[src/design/pfc_pkg.sv]
// Package for the pixel format convert / raster op / blend block.
// Holds format codes, status codes and the conversion functions; no dependencies.
`default_nettype none
package pfc_pkg;

    localparam logic [4:0] FMT_INVALID = 5'd0;
    localparam logic [4:0] FMT_BITMAP1 = 5'd1;
    localparam logic [4:0] FMT_PAL8    = 5'd3;
    localparam logic [4:0] FMT_GRAY2   = 5'd4;
    localparam logic [4:0] FMT_GRAY4   = 5'd5;
    localparam logic [4:0] FMT_GRAY8   = 5'd6;
    localparam logic [4:0] FMT_RGB332  = 5'd7;
    localparam logic [4:0] FMT_BGR233  = 5'd8;
    localparam logic [4:0] FMT_RGB565  = 5'd9;
    localparam logic [4:0] FMT_BGR565  = 5'd10;
    localparam logic [4:0] FMT_RGB888  = 5'd11;
    localparam logic [4:0] FMT_BGR888  = 5'd12;
    localparam logic [4:0] FMT_RGBA    = 5'd13;
    localparam logic [4:0] FMT_ARGB    = 5'd14;
    localparam logic [4:0] FMT_BGRA    = 5'd15;
    localparam logic [4:0] FMT_ABGR    = 5'd16;

    localparam logic [1:0] ST_OK    = 2'd0;
    localparam logic [1:0] ST_INVAL = 2'd1;
    localparam logic [1:0] ST_NOSUP = 2'd2;

    localparam logic [2:0] OP_COPY  = 3'd0;
    localparam logic [2:0] OP_OR    = 3'd1;
    localparam logic [2:0] OP_AND   = 3'd2;
    localparam logic [2:0] OP_XOR   = 3'd3;
    localparam logic [2:0] OP_BLEND = 3'd4;

    localparam logic [2:0] REG_DEST_FMT = 3'd0;
    localparam logic [2:0] REG_SRC_FMT  = 3'd1;
    localparam logic [2:0] REG_TINT     = 3'd2;
    localparam logic [2:0] REG_TINT_FMT = 3'd3;
    localparam logic [2:0] REG_ROP      = 3'd4;

    typedef struct packed {
        logic [7:0] r;
        logic [7:0] g;
        logic [7:0] b;
        logic [7:0] a;
    } t_rgba;

    typedef struct packed {
        logic [31:0] pix;
        logic [1:0]  st;
    } t_conv;

    typedef struct packed {
        logic [4:0]  dest_fmt;
        logic [4:0]  src_fmt;
        logic [31:0] tint;
        logic [4:0]  tint_fmt;
        logic [2:0]  rop;
    } t_cfg;

    // x*255/n for small x: tables of the truncated results.
    function automatic logic [7:0] exp3(input logic [2:0] x);
        logic [7:0] t;
        case (x)
            3'd0: t = 8'd0;   3'd1: t = 8'd36;  3'd2: t = 8'd72;  3'd3: t = 8'd109;
            3'd4: t = 8'd145; 3'd5: t = 8'd182; 3'd6: t = 8'd218; default: t = 8'd255;
        endcase
        return t;
    endfunction

    function automatic logic [7:0] exp2(input logic [1:0] x);
        logic [7:0] t;
        case (x)
            2'd0: t = 8'd0; 2'd1: t = 8'd85; 2'd2: t = 8'd170; default: t = 8'd255;
        endcase
        return t;
    endfunction

    function automatic logic [7:0] exp4(input logic [3:0] x);
        return {x, x};
    endfunction

    // x*255/31 is 8x plus the truncated 7x/31, which steps up at
    // x = 5, 9, 14, 18, 23, 27 and 31.
    function automatic logic [7:0] exp5(input logic [4:0] x);
        logic [2:0] f;
        f = {2'd0, x >= 5'd5}  + {2'd0, x >= 5'd9}  + {2'd0, x >= 5'd14} +
            {2'd0, x >= 5'd18} + {2'd0, x >= 5'd23} + {2'd0, x >= 5'd27} +
            {2'd0, x >= 5'd31};
        return {x, 3'd0} + {5'd0, f};
    endfunction

    // x*255/63 is 4x plus the truncated x/21.
    function automatic logic [7:0] exp6(input logic [5:0] x);
        logic [1:0] f;
        f = {1'b0, x >= 6'd21} + {1'b0, x >= 6'd42} + {1'b0, x >= 6'd63};
        return {x, 2'd0} + {6'd0, f};
    endfunction

    // c*31/255 and c*63/255, truncated.
    function automatic logic [4:0] red5(input logic [7:0] c);
        logic [12:0] p;
        logic [12:0] q;
        p = 13'(c) * 13'd31;
        q = 13'((21'(p) * 21'd257) >> 16);
        if ((q + 13'd1) * 13'd255 <= p) q = q + 13'd1;
        return q[4:0];
    endfunction

    function automatic logic [5:0] red6(input logic [7:0] c);
        logic [13:0] p;
        logic [13:0] q;
        p = 14'(c) * 14'd63;
        q = 14'((22'(p) * 22'd257) >> 16);
        if ((q + 14'd1) * 14'd255 <= p) q = q + 14'd1;
        return q[5:0];
    endfunction

    function automatic logic [4:0] t3to5(input logic [2:0] x);
        logic [4:0] t;
        case (x)
            3'd0: t = 5'd0;  3'd1: t = 5'd4;  3'd2: t = 5'd9;  3'd3: t = 5'd13;
            3'd4: t = 5'd18; 3'd5: t = 5'd22; 3'd6: t = 5'd27; default: t = 5'd31;
        endcase
        return t;
    endfunction

    function automatic logic [5:0] t3to6(input logic [2:0] x);
        return {x, x};
    endfunction

    function automatic logic [4:0] t2to5(input logic [1:0] x);
        logic [4:0] t;
        case (x)
            2'd0: t = 5'd0; 2'd1: t = 5'd10; 2'd2: t = 5'd21; default: t = 5'd31;
        endcase
        return t;
    endfunction

    function automatic t_rgba unpack(input logic [4:0] f, input logic [31:0] x);
        t_rgba c;
        c.a = 8'd255;
        case (f)
            FMT_RGB332: begin
                c.r = exp3(x[7:5]); c.g = exp3(x[4:2]); c.b = exp2(x[1:0]);
            end
            FMT_BGR233: begin
                c.r = exp3(x[2:0]); c.g = exp3(x[5:3]); c.b = exp2(x[7:6]);
            end
            FMT_RGB565: begin
                c.r = exp5(x[15:11]); c.g = exp6(x[10:5]); c.b = exp5(x[4:0]);
            end
            FMT_BGR565: begin
                c.r = exp5(x[4:0]); c.g = exp6(x[10:5]); c.b = exp5(x[15:11]);
            end
            FMT_RGB888: begin
                c.r = x[23:16]; c.g = x[15:8]; c.b = x[7:0];
            end
            FMT_BGR888: begin
                c.r = x[7:0]; c.g = x[15:8]; c.b = x[23:16];
            end
            FMT_RGBA: begin
                c.r = x[31:24]; c.g = x[23:16]; c.b = x[15:8]; c.a = x[7:0];
            end
            FMT_ARGB: begin
                c.a = x[31:24]; c.r = x[23:16]; c.g = x[15:8]; c.b = x[7:0];
            end
            FMT_BGRA: begin
                c.b = x[31:24]; c.g = x[23:16]; c.r = x[15:8]; c.a = x[7:0];
            end
            default: begin
                c.a = x[31:24]; c.b = x[23:16]; c.g = x[15:8]; c.r = x[7:0];
            end
        endcase
        return c;
    endfunction

    function automatic logic [31:0] pack(input logic [4:0] f, input t_rgba c);
        logic [31:0] v;
        case (f)
            FMT_RGB332: v = {24'd0, c.r[7:5], c.g[7:5], c.b[7:6]};
            FMT_BGR233: v = {24'd0, c.b[7:6], c.g[7:5], c.r[7:5]};
            FMT_RGB565: v = {16'd0, red5(c.r), red6(c.g), red5(c.b)};
            FMT_BGR565: v = {16'd0, red5(c.b), red6(c.g), red5(c.r)};
            FMT_RGB888: v = {8'd0, c.r, c.g, c.b};
            FMT_BGR888: v = {8'd0, c.b, c.g, c.r};
            FMT_RGBA:   v = {c.r, c.g, c.b, c.a};
            FMT_ARGB:   v = {c.a, c.r, c.g, c.b};
            FMT_BGRA:   v = {c.b, c.g, c.r, c.a};
            default:    v = {c.a, c.b, c.g, c.r};
        endcase
        return v;
    endfunction

    function automatic logic is_gray(input logic [4:0] f);
        return (f == FMT_GRAY2) || (f == FMT_GRAY4) || (f == FMT_GRAY8);
    endfunction

    function automatic t_conv convert(input logic [4:0] fout, input logic [31:0] x,
                                      input logic [4:0] fin);
        t_conv  o;
        t_rgba  c;
        logic [4:0] r5;
        logic [5:0] g6;
        logic [4:0] b5;
        logic       direct;
        o.pix  = 32'd0;
        o.st   = ST_OK;
        c      = unpack(fin, x);
        direct = 1'b1;
        r5 = 5'd0; g6 = 6'd0; b5 = 5'd0;
        if (fin == FMT_INVALID || fout == FMT_INVALID || fin > FMT_ABGR || fout > FMT_ABGR) begin
            o.st = ST_INVAL;
        end else if ((fout > FMT_BITMAP1 && fout <= FMT_PAL8) ||
                     (fin >= FMT_BITMAP1 && fin <= FMT_PAL8)) begin
            o.st = ST_NOSUP;
        end else if (fin == fout) begin
            o.pix = x;
        end else if (fout == FMT_BITMAP1) begin
            if (fin >= FMT_RGBA)
                o.pix = {31'd0, (c.a != 8'd0) && ((c.r | c.g | c.b) != 8'd0)};
            else
                o.pix = {31'd0, x != 32'd0};
        end else if (is_gray(fout) || is_gray(fin)) begin
            o.st = ST_NOSUP;
        end else if (fout == FMT_RGB332 && fin == FMT_BGR233) begin
            o.pix = {24'd0, x[2:0], x[5:3], x[7:6]};
        end else if (fout == FMT_BGR233 && fin == FMT_RGB332) begin
            o.pix = {24'd0, x[1:0], x[4:2], x[7:5]};
        end else begin
            if (fin == FMT_RGB332) begin
                r5 = t3to5(x[7:5]); g6 = t3to6(x[4:2]); b5 = t2to5(x[1:0]);
            end else if (fin == FMT_BGR233) begin
                r5 = t3to5(x[2:0]); g6 = t3to6(x[5:3]); b5 = t2to5(x[7:6]);
            end else if (fin == FMT_RGB565) begin
                r5 = x[15:11]; g6 = x[10:5]; b5 = x[4:0];
            end else if (fin == FMT_BGR565) begin
                r5 = x[4:0]; g6 = x[10:5]; b5 = x[15:11];
            end else begin
                direct = 1'b0;
            end
            if (direct && fout == FMT_RGB565)
                o.pix = {16'd0, r5, g6, b5};
            else if (direct && fout == FMT_BGR565)
                o.pix = {16'd0, b5, g6, r5};
            else
                o.pix = pack(fout, c);
        end
        return o;
    endfunction

    // Grayscale alpha value from the low bits of a source pixel.
    function automatic logic [7:0] gray_alpha(input logic [4:0] f, input logic [31:0] x);
        logic [7:0] a;
        case (f)
            FMT_GRAY2: a = exp2(x[1:0]);
            FMT_GRAY4: a = exp4(x[3:0]);
            default:   a = x[7:0];
        endcase
        return a;
    endfunction

    // (p)/255 for p < 65280, truncated: reciprocal then one correction.
    function automatic logic [7:0] div255(input logic [15:0] p);
        logic [15:0] q;
        q = 16'((25'(p) * 25'd257) >> 16);
        if ((17'(q) + 17'd1) * 17'd255 <= 17'(p)) q = q + 16'd1;
        return q[7:0];
    endfunction

endpackage
`default_nettype wire

[src/design/pixel_format_convert_rop_blend.sv]
// Top level of the per-pixel blitter stage: configuration registers and pipeline.
// Depends on pfc_pkg, pfc_unpack and pfc_mix.
//
// One transfer on the input channel carries a destination pixel and a source
// pixel; one transfer on the output channel returns the new destination pixel
// and a status code (0 ok, 1 invalid format, 2 not supported). The source is
// converted into the destination format and combined by the configured raster
// operation: copy, OR, AND, XOR or alpha blend. A grayscale source format makes
// the source an alpha mask that tints the configured tint colour.
// The pipeline has four register stages: format unpacking, the alpha products,
// the divide by 255 that finishes the blend, and the output register, which is
// loaded after the repacking into the destination format and the raster
// operation. A pixel passes through these four registers in that order. One pixel
// is taken in every cycle while the output side accepts. When the receiver
// stalls, the whole pipeline holds; input ready is high whenever the output
// register is empty or being emptied, so nothing is lost or repeated.
// Synchronous reset clears the valid bits and returns the registers to their
// defaults: RGBA8888 for all formats, white tint, copy operation. Configuration
// writes take effect at once and are meant to be made while the pipeline is empty.
`default_nettype none
module pixel_format_convert_rop_blend (
    input  wire logic        i_clk,
    input  wire logic        i_rst_n,
    input  wire logic        i_valid,
    output logic             o_ready,
    input  wire logic [31:0] i_dest_pixel,
    input  wire logic [31:0] i_src_pixel,
    output logic             o_valid,
    input  wire logic        i_ready,
    output logic [31:0]      o_result_pixel,
    output logic [1:0]       o_status,
    input  wire logic        i_cfg_we,
    input  wire logic [2:0]  i_cfg_index,
    input  wire logic [31:0] i_cfg_data
);
    pfc_pkg::t_cfg  r_cfg;
    logic           en;

    logic           s1_valid;
    pfc_pkg::t_conv s1_direct;
    pfc_pkg::t_rgba s1_bg, s1_fg;
    logic [1:0]     s1_st;
    logic [31:0]    s1_dest;

    pfc_pkg::t_conv r2_direct;
    logic [1:0]     r2_st;
    logic [31:0]    r2_dest;
    logic [7:0]     r2_bga;
    logic           s2_valid;
    logic [15:0]    s2_prod [6];
    pfc_pkg::t_rgba s2_fg;

    pfc_pkg::t_rgba n_mix;
    logic [7:0]     sum_r, sum_g, sum_b;

    pfc_pkg::t_rgba r3_mix;
    pfc_pkg::t_conv r3_direct;
    logic [1:0]     r3_st;
    logic [31:0]    r3_dest;
    logic           r3_valid;

    pfc_pkg::t_conv out_c;
    logic [31:0]    n_res;
    logic [1:0]     n_st;

    logic [31:0]    r_res;
    logic [1:0]     r_st;
    logic           r_valid;

    // Configuration registers.
    always_ff @(posedge i_clk) begin
        if (!i_rst_n) begin
            r_cfg.dest_fmt <= pfc_pkg::FMT_RGBA;
            r_cfg.src_fmt  <= pfc_pkg::FMT_RGBA;
            r_cfg.tint     <= 32'hFFFF_FFFF;
            r_cfg.tint_fmt <= pfc_pkg::FMT_RGBA;
            r_cfg.rop      <= pfc_pkg::OP_COPY;
        end else if (i_cfg_we) begin
            case (i_cfg_index)
                pfc_pkg::REG_DEST_FMT: r_cfg.dest_fmt <= i_cfg_data[4:0];
                pfc_pkg::REG_SRC_FMT:  r_cfg.src_fmt  <= i_cfg_data[4:0];
                pfc_pkg::REG_TINT:     r_cfg.tint     <= i_cfg_data;
                pfc_pkg::REG_TINT_FMT: r_cfg.tint_fmt <= i_cfg_data[4:0];
                pfc_pkg::REG_ROP:      r_cfg.rop      <= i_cfg_data[2:0];
                default: ;
            endcase
        end
    end

    // The pipeline advances whenever the output register can take a new value.
    assign en      = !r_valid || i_ready;
    assign o_ready = en;

    pfc_unpack u_unpack (
        .i_clk        (i_clk),
        .i_rst_n      (i_rst_n),
        .i_en         (en),
        .i_valid      (i_valid),
        .i_cfg        (r_cfg),
        .i_dest_pixel (i_dest_pixel),
        .i_src_pixel  (i_src_pixel),
        .o_valid      (s1_valid),
        .o_direct     (s1_direct),
        .o_bg         (s1_bg),
        .o_fg         (s1_fg),
        .o_st         (s1_st),
        .o_dest_pixel (s1_dest)
    );

    pfc_mix u_mix (
        .i_clk   (i_clk),
        .i_rst_n (i_rst_n),
        .i_en    (en),
        .i_valid (s1_valid),
        .i_bg    (s1_bg),
        .i_fg    (s1_fg),
        .o_valid (s2_valid),
        .o_prod  (s2_prod),
        .o_fg    (s2_fg)
    );

    // Side data travelling alongside the product stage.
    always_ff @(posedge i_clk) begin
        if (en) begin
            r2_direct <= s1_direct;
            r2_st     <= s1_st;
            r2_dest   <= s1_dest;
            r2_bga    <= s1_bg.a;
        end
    end

    // Stage three: divide the products by 255 and finish the blend. An opaque
    // foreground passes straight through; otherwise the colour mixes and the
    // destination keeps its own alpha.
    always_comb begin
        sum_r = pfc_pkg::div255(s2_prod[0]) + pfc_pkg::div255(s2_prod[3]);
        sum_g = pfc_pkg::div255(s2_prod[1]) + pfc_pkg::div255(s2_prod[4]);
        sum_b = pfc_pkg::div255(s2_prod[2]) + pfc_pkg::div255(s2_prod[5]);
        if (s2_fg.a == 8'd255) begin
            n_mix = s2_fg;
        end else begin
            n_mix.r = sum_r;
            n_mix.g = sum_g;
            n_mix.b = sum_b;
            n_mix.a = r2_bga;
        end
    end

    always_ff @(posedge i_clk) begin
        if (en) begin
            r3_mix    <= n_mix;
            r3_direct <= r2_direct;
            r3_st     <= r2_st;
            r3_dest   <= r2_dest;
        end
    end

    // Stage four: repack the blend into the destination format and apply the
    // raster operation. Any error status forces a zero pixel.
    always_comb begin
        out_c = pfc_pkg::convert(r_cfg.dest_fmt, r3_mix, pfc_pkg::FMT_RGBA);
        n_res = 32'd0;
        n_st  = pfc_pkg::ST_OK;
        case (r_cfg.rop)
            pfc_pkg::OP_COPY: begin
                n_st = r3_direct.st; n_res = r3_direct.pix;
            end
            pfc_pkg::OP_OR: begin
                n_st = r3_direct.st; n_res = r3_dest | r3_direct.pix;
            end
            pfc_pkg::OP_AND: begin
                n_st = r3_direct.st; n_res = r3_dest & r3_direct.pix;
            end
            pfc_pkg::OP_XOR: begin
                n_st = r3_direct.st; n_res = r3_dest ^ r3_direct.pix;
            end
            pfc_pkg::OP_BLEND: begin
                n_st  = (r3_st != pfc_pkg::ST_OK) ? r3_st : out_c.st;
                n_res = out_c.pix;
            end
            default: n_st = pfc_pkg::ST_NOSUP;
        endcase
        if (n_st != pfc_pkg::ST_OK) n_res = 32'd0;
    end

    always_ff @(posedge i_clk) begin
        if (!i_rst_n) begin
            r3_valid <= 1'b0;
            r_valid  <= 1'b0;
        end else if (en) begin
            r3_valid <= s2_valid;
            r_valid  <= r3_valid;
        end
    end

    always_ff @(posedge i_clk) begin
        if (en) begin
            r_res <= n_res;
            r_st  <= n_st;
        end
    end

    assign o_valid        = r_valid;
    assign o_result_pixel = r_res;
    assign o_status       = r_st;
endmodule
`default_nettype wire

[src/design/pfc_unpack.sv]
// Stage one: converts the destination and the source or tint into RGBA8888.
// Also converts the source into the destination format. Depends on pfc_pkg.
`default_nettype none
module pfc_unpack (
    input  wire logic          i_clk,
    input  wire logic          i_rst_n,
    input  wire logic          i_en,
    input  wire logic          i_valid,
    input  wire pfc_pkg::t_cfg i_cfg,
    input  wire logic [31:0]   i_dest_pixel,
    input  wire logic [31:0]   i_src_pixel,
    output logic               o_valid,
    output pfc_pkg::t_conv     o_direct,
    output pfc_pkg::t_rgba     o_bg,
    output pfc_pkg::t_rgba     o_fg,
    output logic [1:0]         o_st,
    output logic [31:0]        o_dest_pixel
);
    pfc_pkg::t_conv n_direct, bg_c, fg_c;
    pfc_pkg::t_rgba n_fg;
    logic [1:0]     n_st;

    pfc_pkg::t_conv r_direct;
    pfc_pkg::t_rgba r_bg, r_fg;
    logic [1:0]     r_st;
    logic [31:0]    r_dest;
    logic           r_valid;

    always_comb begin
        n_direct = pfc_pkg::convert(i_cfg.dest_fmt, i_src_pixel, i_cfg.src_fmt);
        bg_c     = pfc_pkg::convert(pfc_pkg::FMT_RGBA, i_dest_pixel, i_cfg.dest_fmt);
        if (pfc_pkg::is_gray(i_cfg.src_fmt))
            fg_c = pfc_pkg::convert(pfc_pkg::FMT_RGBA, i_cfg.tint, i_cfg.tint_fmt);
        else
            fg_c = pfc_pkg::convert(pfc_pkg::FMT_RGBA, i_src_pixel, i_cfg.src_fmt);
        n_fg = fg_c.pix;
        if (pfc_pkg::is_gray(i_cfg.src_fmt))
            n_fg.a = pfc_pkg::gray_alpha(i_cfg.src_fmt, i_src_pixel);
        n_st = (bg_c.st != pfc_pkg::ST_OK) ? bg_c.st : fg_c.st;
    end

    always_ff @(posedge i_clk) begin
        if (!i_rst_n) begin
            r_valid <= 1'b0;
        end else if (i_en) begin
            r_valid <= i_valid;
        end
    end

    always_ff @(posedge i_clk) begin
        if (i_en) begin
            r_direct <= n_direct;
            r_bg     <= bg_c.pix;
            r_fg     <= n_fg;
            r_st     <= n_st;
            r_dest   <= i_dest_pixel;
        end
    end

    assign o_valid      = r_valid;
    assign o_direct     = r_direct;
    assign o_bg         = r_bg;
    assign o_fg         = r_fg;
    assign o_st         = r_st;
    assign o_dest_pixel = r_dest;
endmodule
`default_nettype wire

[src/design/pfc_mix.sv]
// Stage two: multiplies the colour components by alpha and its complement.
// Depends on pfc_pkg.
`default_nettype none
module pfc_mix (
    input  wire logic          i_clk,
    input  wire logic          i_rst_n,
    input  wire logic          i_en,
    input  wire logic          i_valid,
    input  wire pfc_pkg::t_rgba i_bg,
    input  wire pfc_pkg::t_rgba i_fg,
    output logic               o_valid,
    output logic [15:0]        o_prod [6],
    output pfc_pkg::t_rgba     o_fg
);
    logic [7:0]     ia;
    logic [15:0]    r_prod [6];
    pfc_pkg::t_rgba r_fg;
    logic           r_valid;

    assign ia = 8'd255 - i_fg.a;

    always_ff @(posedge i_clk) begin
        if (!i_rst_n) begin
            r_valid <= 1'b0;
        end else if (i_en) begin
            r_valid <= i_valid;
        end
    end

    always_ff @(posedge i_clk) begin
        if (i_en) begin
            r_prod[0] <= 16'(i_fg.r) * 16'(i_fg.a);
            r_prod[1] <= 16'(i_fg.g) * 16'(i_fg.a);
            r_prod[2] <= 16'(i_fg.b) * 16'(i_fg.a);
            r_prod[3] <= 16'(i_bg.r) * 16'(ia);
            r_prod[4] <= 16'(i_bg.g) * 16'(ia);
            r_prod[5] <= 16'(i_bg.b) * 16'(ia);
            r_fg      <= i_fg;
        end
    end

    assign o_valid = r_valid;
    assign o_prod  = r_prod;
    assign o_fg    = r_fg;
endmodule
`default_nettype wire
[config.mk]
export PLATFORM = sky130hd
export DESIGN_NAME = pixel_format_convert_rop_blend
export DESIGN_NICKNAME = d
export VERILOG_FILES = /design/src/design/pfc_pkg.sv /design/src/design/pixel_format_convert_rop_blend.sv /design/src/design/pfc_unpack.sv /design/src/design/pfc_mix.sv
export SDC_FILE = /design/constraint.sdc
export NUM_CORES = 2
export LEC_CHECK = 0
export BUFFER_PORTS_ARGS = -buffer_cell sky130_fd_sc_hd__buf_4
export CAP_MARGIN = 20
export CORE_ASPECT_RATIO = 0.75
export CORE_MARGIN = 1.5
export CORE_UTILIZATION = 55
export DETAILED_ROUTE_END_ITERATION = 7
export PLACE_DENSITY = 0.73
export SETUP_SLACK_MARGIN = 0.4
export SLEW_MARGIN = 10
export SYNTH_ARGS = -nofsm -noshare
export SYNTH_HDL_FRONTEND = slang
export SYNTH_SLANG_ARGS = --single-unit
[constraint.sdc]
create_clock -name i_clk -period 20.6 [get_ports i_clk]
set_input_delay 3.09 -clock i_clk [delete_from_list [all_inputs] [get_ports i_clk]]
set_output_delay 3.09 -clock i_clk [all_outputs]
set_load 0.1 [all_outputs]
==> results_tabular.tex <==
\begin{tabular}{lr}
\hline
Metric & Value \\
\hline
\multicolumn{2}{l}{\textbf{Status}} \\
\quad Result of the run & complete, but fails checks \\
\quad Violations in the final reports & DRC \\
\multicolumn{2}{l}{\textbf{Detailed routing}} \\
\quad Average wire per standard cell & 22.7 um \\
\quad Via count normalized by instance count & 6.10 \\
\quad Final antenna-violating net count & 0 \\
\quad Starting DRT DRC Count & 7,139 \\
\quad First drt pass iteration count & 8 \\
\quad Post-detailed-route DRC marker count & 110 \\
\quad Total number of vias & approximately 61,000 \\
\quad Wire length reported by the detailed router & approximately 230,000 um \\
\multicolumn{2}{l}{\textbf{Place}} \\
\quad RePlAce Congestion & 1.03 \\
\quad Placed instance count & 9,850 \\
\quad Worst slack at placement & between 1 and 1.5 ns \\
\quad Sum of net half-perimeters after detailed placement & about 180,000 um \\
\quad Number of port buffers & 139 \\
\multicolumn{2}{l}{\textbf{Floorplan}} \\
\quad Total core area & 134,000 um2 \\
\quad Starting density of the core & 0.557 \\
\quad Total die area & around 140,000 um2 \\
\quad Number of cell rows & around 120 \\
\quad Width of the die & about 430 um \\
\quad Die extent in y & $\sim$320 um \\
\quad Top-level I/O count & 140 \\
\multicolumn{2}{l}{\textbf{Worst setup path}} \\
\quad Critical path endpoint category & flop \\
\quad Critical path startpoint category & input pin \\
\quad Type of the setup path with the least slack & input pin to flop \\
\quad Maximum fanout count along the critical path & 19 \\
\quad Critical Path Slowest Stage Cell & sky130\_fd\_sc\_hd\_\_a2111oi\_0 \\
\quad Max stage delay on crit path & a little under 0.8 ns \\
\quad Data arrival time of the worst path & between 15 and 20 ns \\
\quad Top cell by count, worst path & sky130\_fd\_sc\_hd\_\_fa\_1 \\
\quad Worst endpoint required time & 21.15 ns \\
\multicolumn{2}{l}{\textbf{STA}} \\
\quad Worst slew pin tran & 1.28 ns \\
\quad Final Hold Fails & 0 \\
\quad Clock Skews & 0.110 ns \\
\quad Final max-slew violation count & 0 \\
\quad Smallest hold slack & 0.398 ns \\
\quad Setup\_tns & 0 ns \\
\quad RSZ-0062 raised after global routing & false \\
\quad Final setup violation count & 0 \\
\quad Upper clock frequency limit & 52.8 MHz \\
\quad Worst Setup Slack, final & about 1.7 ns \\
\quad Normalized max-slew margin & 0.145 \\
\quad Final critical delay including setup and external delays & roughly 19 ns \\
\quad Final worst path period share & 0.919 \\
\multicolumn{2}{l}{\textbf{Min path}} \\
\quad Worst hold path class & flop to flop \\
\multicolumn{2}{l}{\textbf{Logic synthesis}} \\
\quad Syn Inst Count & 8,103 \\
\quad Most frequently used flop master after synthesis & sky130\_fd\_sc\_hd\_\_edfxtp\_1 \\
\quad Most frequent cell after synthesis & sky130\_fd\_sc\_hd\_\_inv\_1 \\
\quad Area fraction of the dominant cell type after synthesis & 0.198 \\
\quad Number of synthesized flops with an enable pin & 470 \\
\quad Number of warnings issued by yosys & 0 \\
\quad Average footprint of a synthesized cell & 9.21 um2 \\
\quad Cell types with the largest area share after synthesis & sky130\_fd\_sc\_hd\_\_ha\_1 (20\%), sky130\_fd\_sc\_hd\_\_edfxtp\_1 (19\%), sky130\_fd\_sc\_hd\_\_fa\_1 (18\%), sky130\_fd\_sc\_hd\_\_inv\_1 (6.6\%), sky130\_fd\_sc\_hd\_\_xnor2\_1 (4.4\%) \\
\quad Proportion of synthesized flip-flops having asynchronous set or reset & 0 \\
\quad Most instantiated cells after synthesis & sky130\_fd\_sc\_hd\_\_inv\_1 (1,320), sky130\_fd\_sc\_hd\_\_ha\_1 (1,181), sky130\_fd\_sc\_hd\_\_fa\_1 (674) \\
\quad Number of synthesized register bits & 524 \\
\quad Number of distinct standard cells referenced by the synthesized netlist & 104 \\
\quad Share of synthesized area occupied by flip-flops and latches & 0.204 \\
\quad Synthesized cell area & approximately 75,000 um2 \\
\quad Cell type with the largest total area after synthesis & sky130\_fd\_sc\_hd\_\_ha\_1 \\
\multicolumn{2}{l}{\textbf{Layout}} \\
\quad Filler cell count in the final layout & 11,500 \\
\quad Area grow syn2layout & 6.82\% \\
\quad Storage element area & 15,200 um2 \\
\quad Net total in the final layout & about 10,000 \\
\quad Layout cells sized above 1 & 0.0516 \\
\quad Non-filler instance count after layout & between 9,000 and 10,000 \\
\quad Area occupied by multi-input gates & 53,600 um2 \\
\multicolumn{2}{l}{\textbf{CTS}} \\
\quad Number of buffers created by CTS & 60 \\
\quad Cell at the root of the clock tree & sky130\_fd\_sc\_hd\_\_clkbuf\_16 \\
\quad Htree depth & 2 \\
\quad Clk sink count & around 520 \\
\quad Number of hold buffers added after cts & 0 \\
\quad Clock latency of the later-clocked register in the worst-skew pair & 0.74 ns \\
\quad Count of instances resized after the clock tree is built & 0 \\
\quad Clock edge transition at the registers on the reported setup and hold paths & $\sim$0.070 ns \\
\quad Maximum root-to-sink buffer count & 3 \\
\quad CTS tree & built \\
\quad Number of buffers added for setup after CTS & 0 \\
\multicolumn{2}{l}{\textbf{Global route}} \\
\quad Global-route congestion overflow total & 0 \\
\quad Via count of the first global-routing pass & around 60,000 \\
\quad First-pass GRT wire length & 352,000 um \\
\quad Initial antenna violation count & 22 \\
\quad Maximum number of pins on one net before global-route repair & $\sim$160 \\
\quad GRT Total Usage & 0.328 \\
\multicolumn{2}{l}{\textbf{Job}} \\
\quad Count of maximum capacitance violations & 0 \\
\hline
\end{tabular}
-- layout make-up --
type,count,area share
multi-input combinational,6014,0.672
sequential,524,0.191
inverter,1324,0.0625
tap,1770,0.0278
timing repair buffer,220,0.0209
clock buffer,68,0.0192
clock inverter,46,0.00647
antenna,16,0.000502
-- registers in the layout, indices dropped and copies added, names as in the netlist, 34 cells and up --
name / cells
u_mix.o_prod: 96
r2_direct: 34
r3_direct: 34
r_cfg: 50
u_unpack.o_direct: 34
-- placed cells by master (no fill, tap or decap), types with 52 or more instances in the layout --
master and n:
sky130_fd_sc_hd__inv_1 1319, sky130_fd_sc_hd__ha_1 1181, sky130_fd_sc_hd__fa_1 674, sky130_fd_sc_hd__nand2_1 561, sky130_fd_sc_hd__edfxtp_1 470, sky130_fd_sc_hd__nor2_1 427
sky130_fd_sc_hd__a21oi_1 386, sky130_fd_sc_hd__xnor2_1 373, sky130_fd_sc_hd__o21ai_0 338, sky130_fd_sc_hd__buf_4 219, sky130_fd_sc_hd__nor2b_1 202, sky130_fd_sc_hd__and2_1 149
sky130_fd_sc_hd__nand3_1 139, sky130_fd_sc_hd__nand2b_1 131, sky130_fd_sc_hd__nor3_1 121, sky130_fd_sc_hd__a22oi_1 98, sky130_fd_sc_hd__xor2_1 92, sky130_fd_sc_hd__a21o_1 81
sky130_fd_sc_hd__o22ai_1 65, sky130_fd_sc_hd__clkbuf_16 60, sky130_fd_sc_hd__and3_1 57, sky130_fd_sc_hd__dfxtp_1 53, sky130_fd_sc_hd__nand4_1 52, sky130_fd_sc_hd__a31oi_1 52
-- logic make-up after synthesis --
kind of cell	count (synthesis)	share of synthesized area
simple gates	2036	0.136
fa+ha+maj	1867	0.380
buf+inv	1605	0.0814
compound gates	1547	0.136
flops	524	0.204
xor+xnor	466	0.0549
mux	56	0.00803
other cells	2	0.000101
-- worst max-delay path: cells and delay by family --
kind	cells	cell delay, ns
AO/OA/AOI/OAI	18	4.59
buffers and inverters	7	1.10
adder cells (fa/ha/maj)	16	6.86
XOR/XNOR	4	1.05
AND/OR/NAND/NOR	9	2.21
multiplexers	1	0.55
-- final timing paths --
| path | cells past startpoint | end | slack (ns) | from |
|---|---|---|---|---|
| setup / recovery | 55 | u_unpack.o_direct[5] | 1.67 | i_src_pixel[2] |
| hold / removal | 0 | r2_st[1] | 0.40 | u_unpack.o_st[1] |
| setup reg to reg | 58 | u_unpack.o_direct[10] | 3.39 | r_cfg[40] |
| hold reg to reg | 0 | r2_st[1] | 0.40 | u_unpack.o_st[1] |
-- stage by stage --
stage,utilization,cell area [um2]
after CTS,0.595,79700
after floorplan,-,74800
after global placement,0.579,77600
after detailed placement,0.579,77600
final,0.595,79700
after global routing,0.595,79700
-- routing by layer --
metal,vias up,part of all wire,global-route usage
met5,-,0.00034,0.000698
met2,2916,0.42,0.481
met3,567,0.11,0.0845
met4,10,0.042,0.121
met1,29700,0.43,0.464
li1,27700,-,-
Power is left out: the tool's default activity adds up to more than one toggle a clock period on the data nets, which glitch-free logic cannot reach.
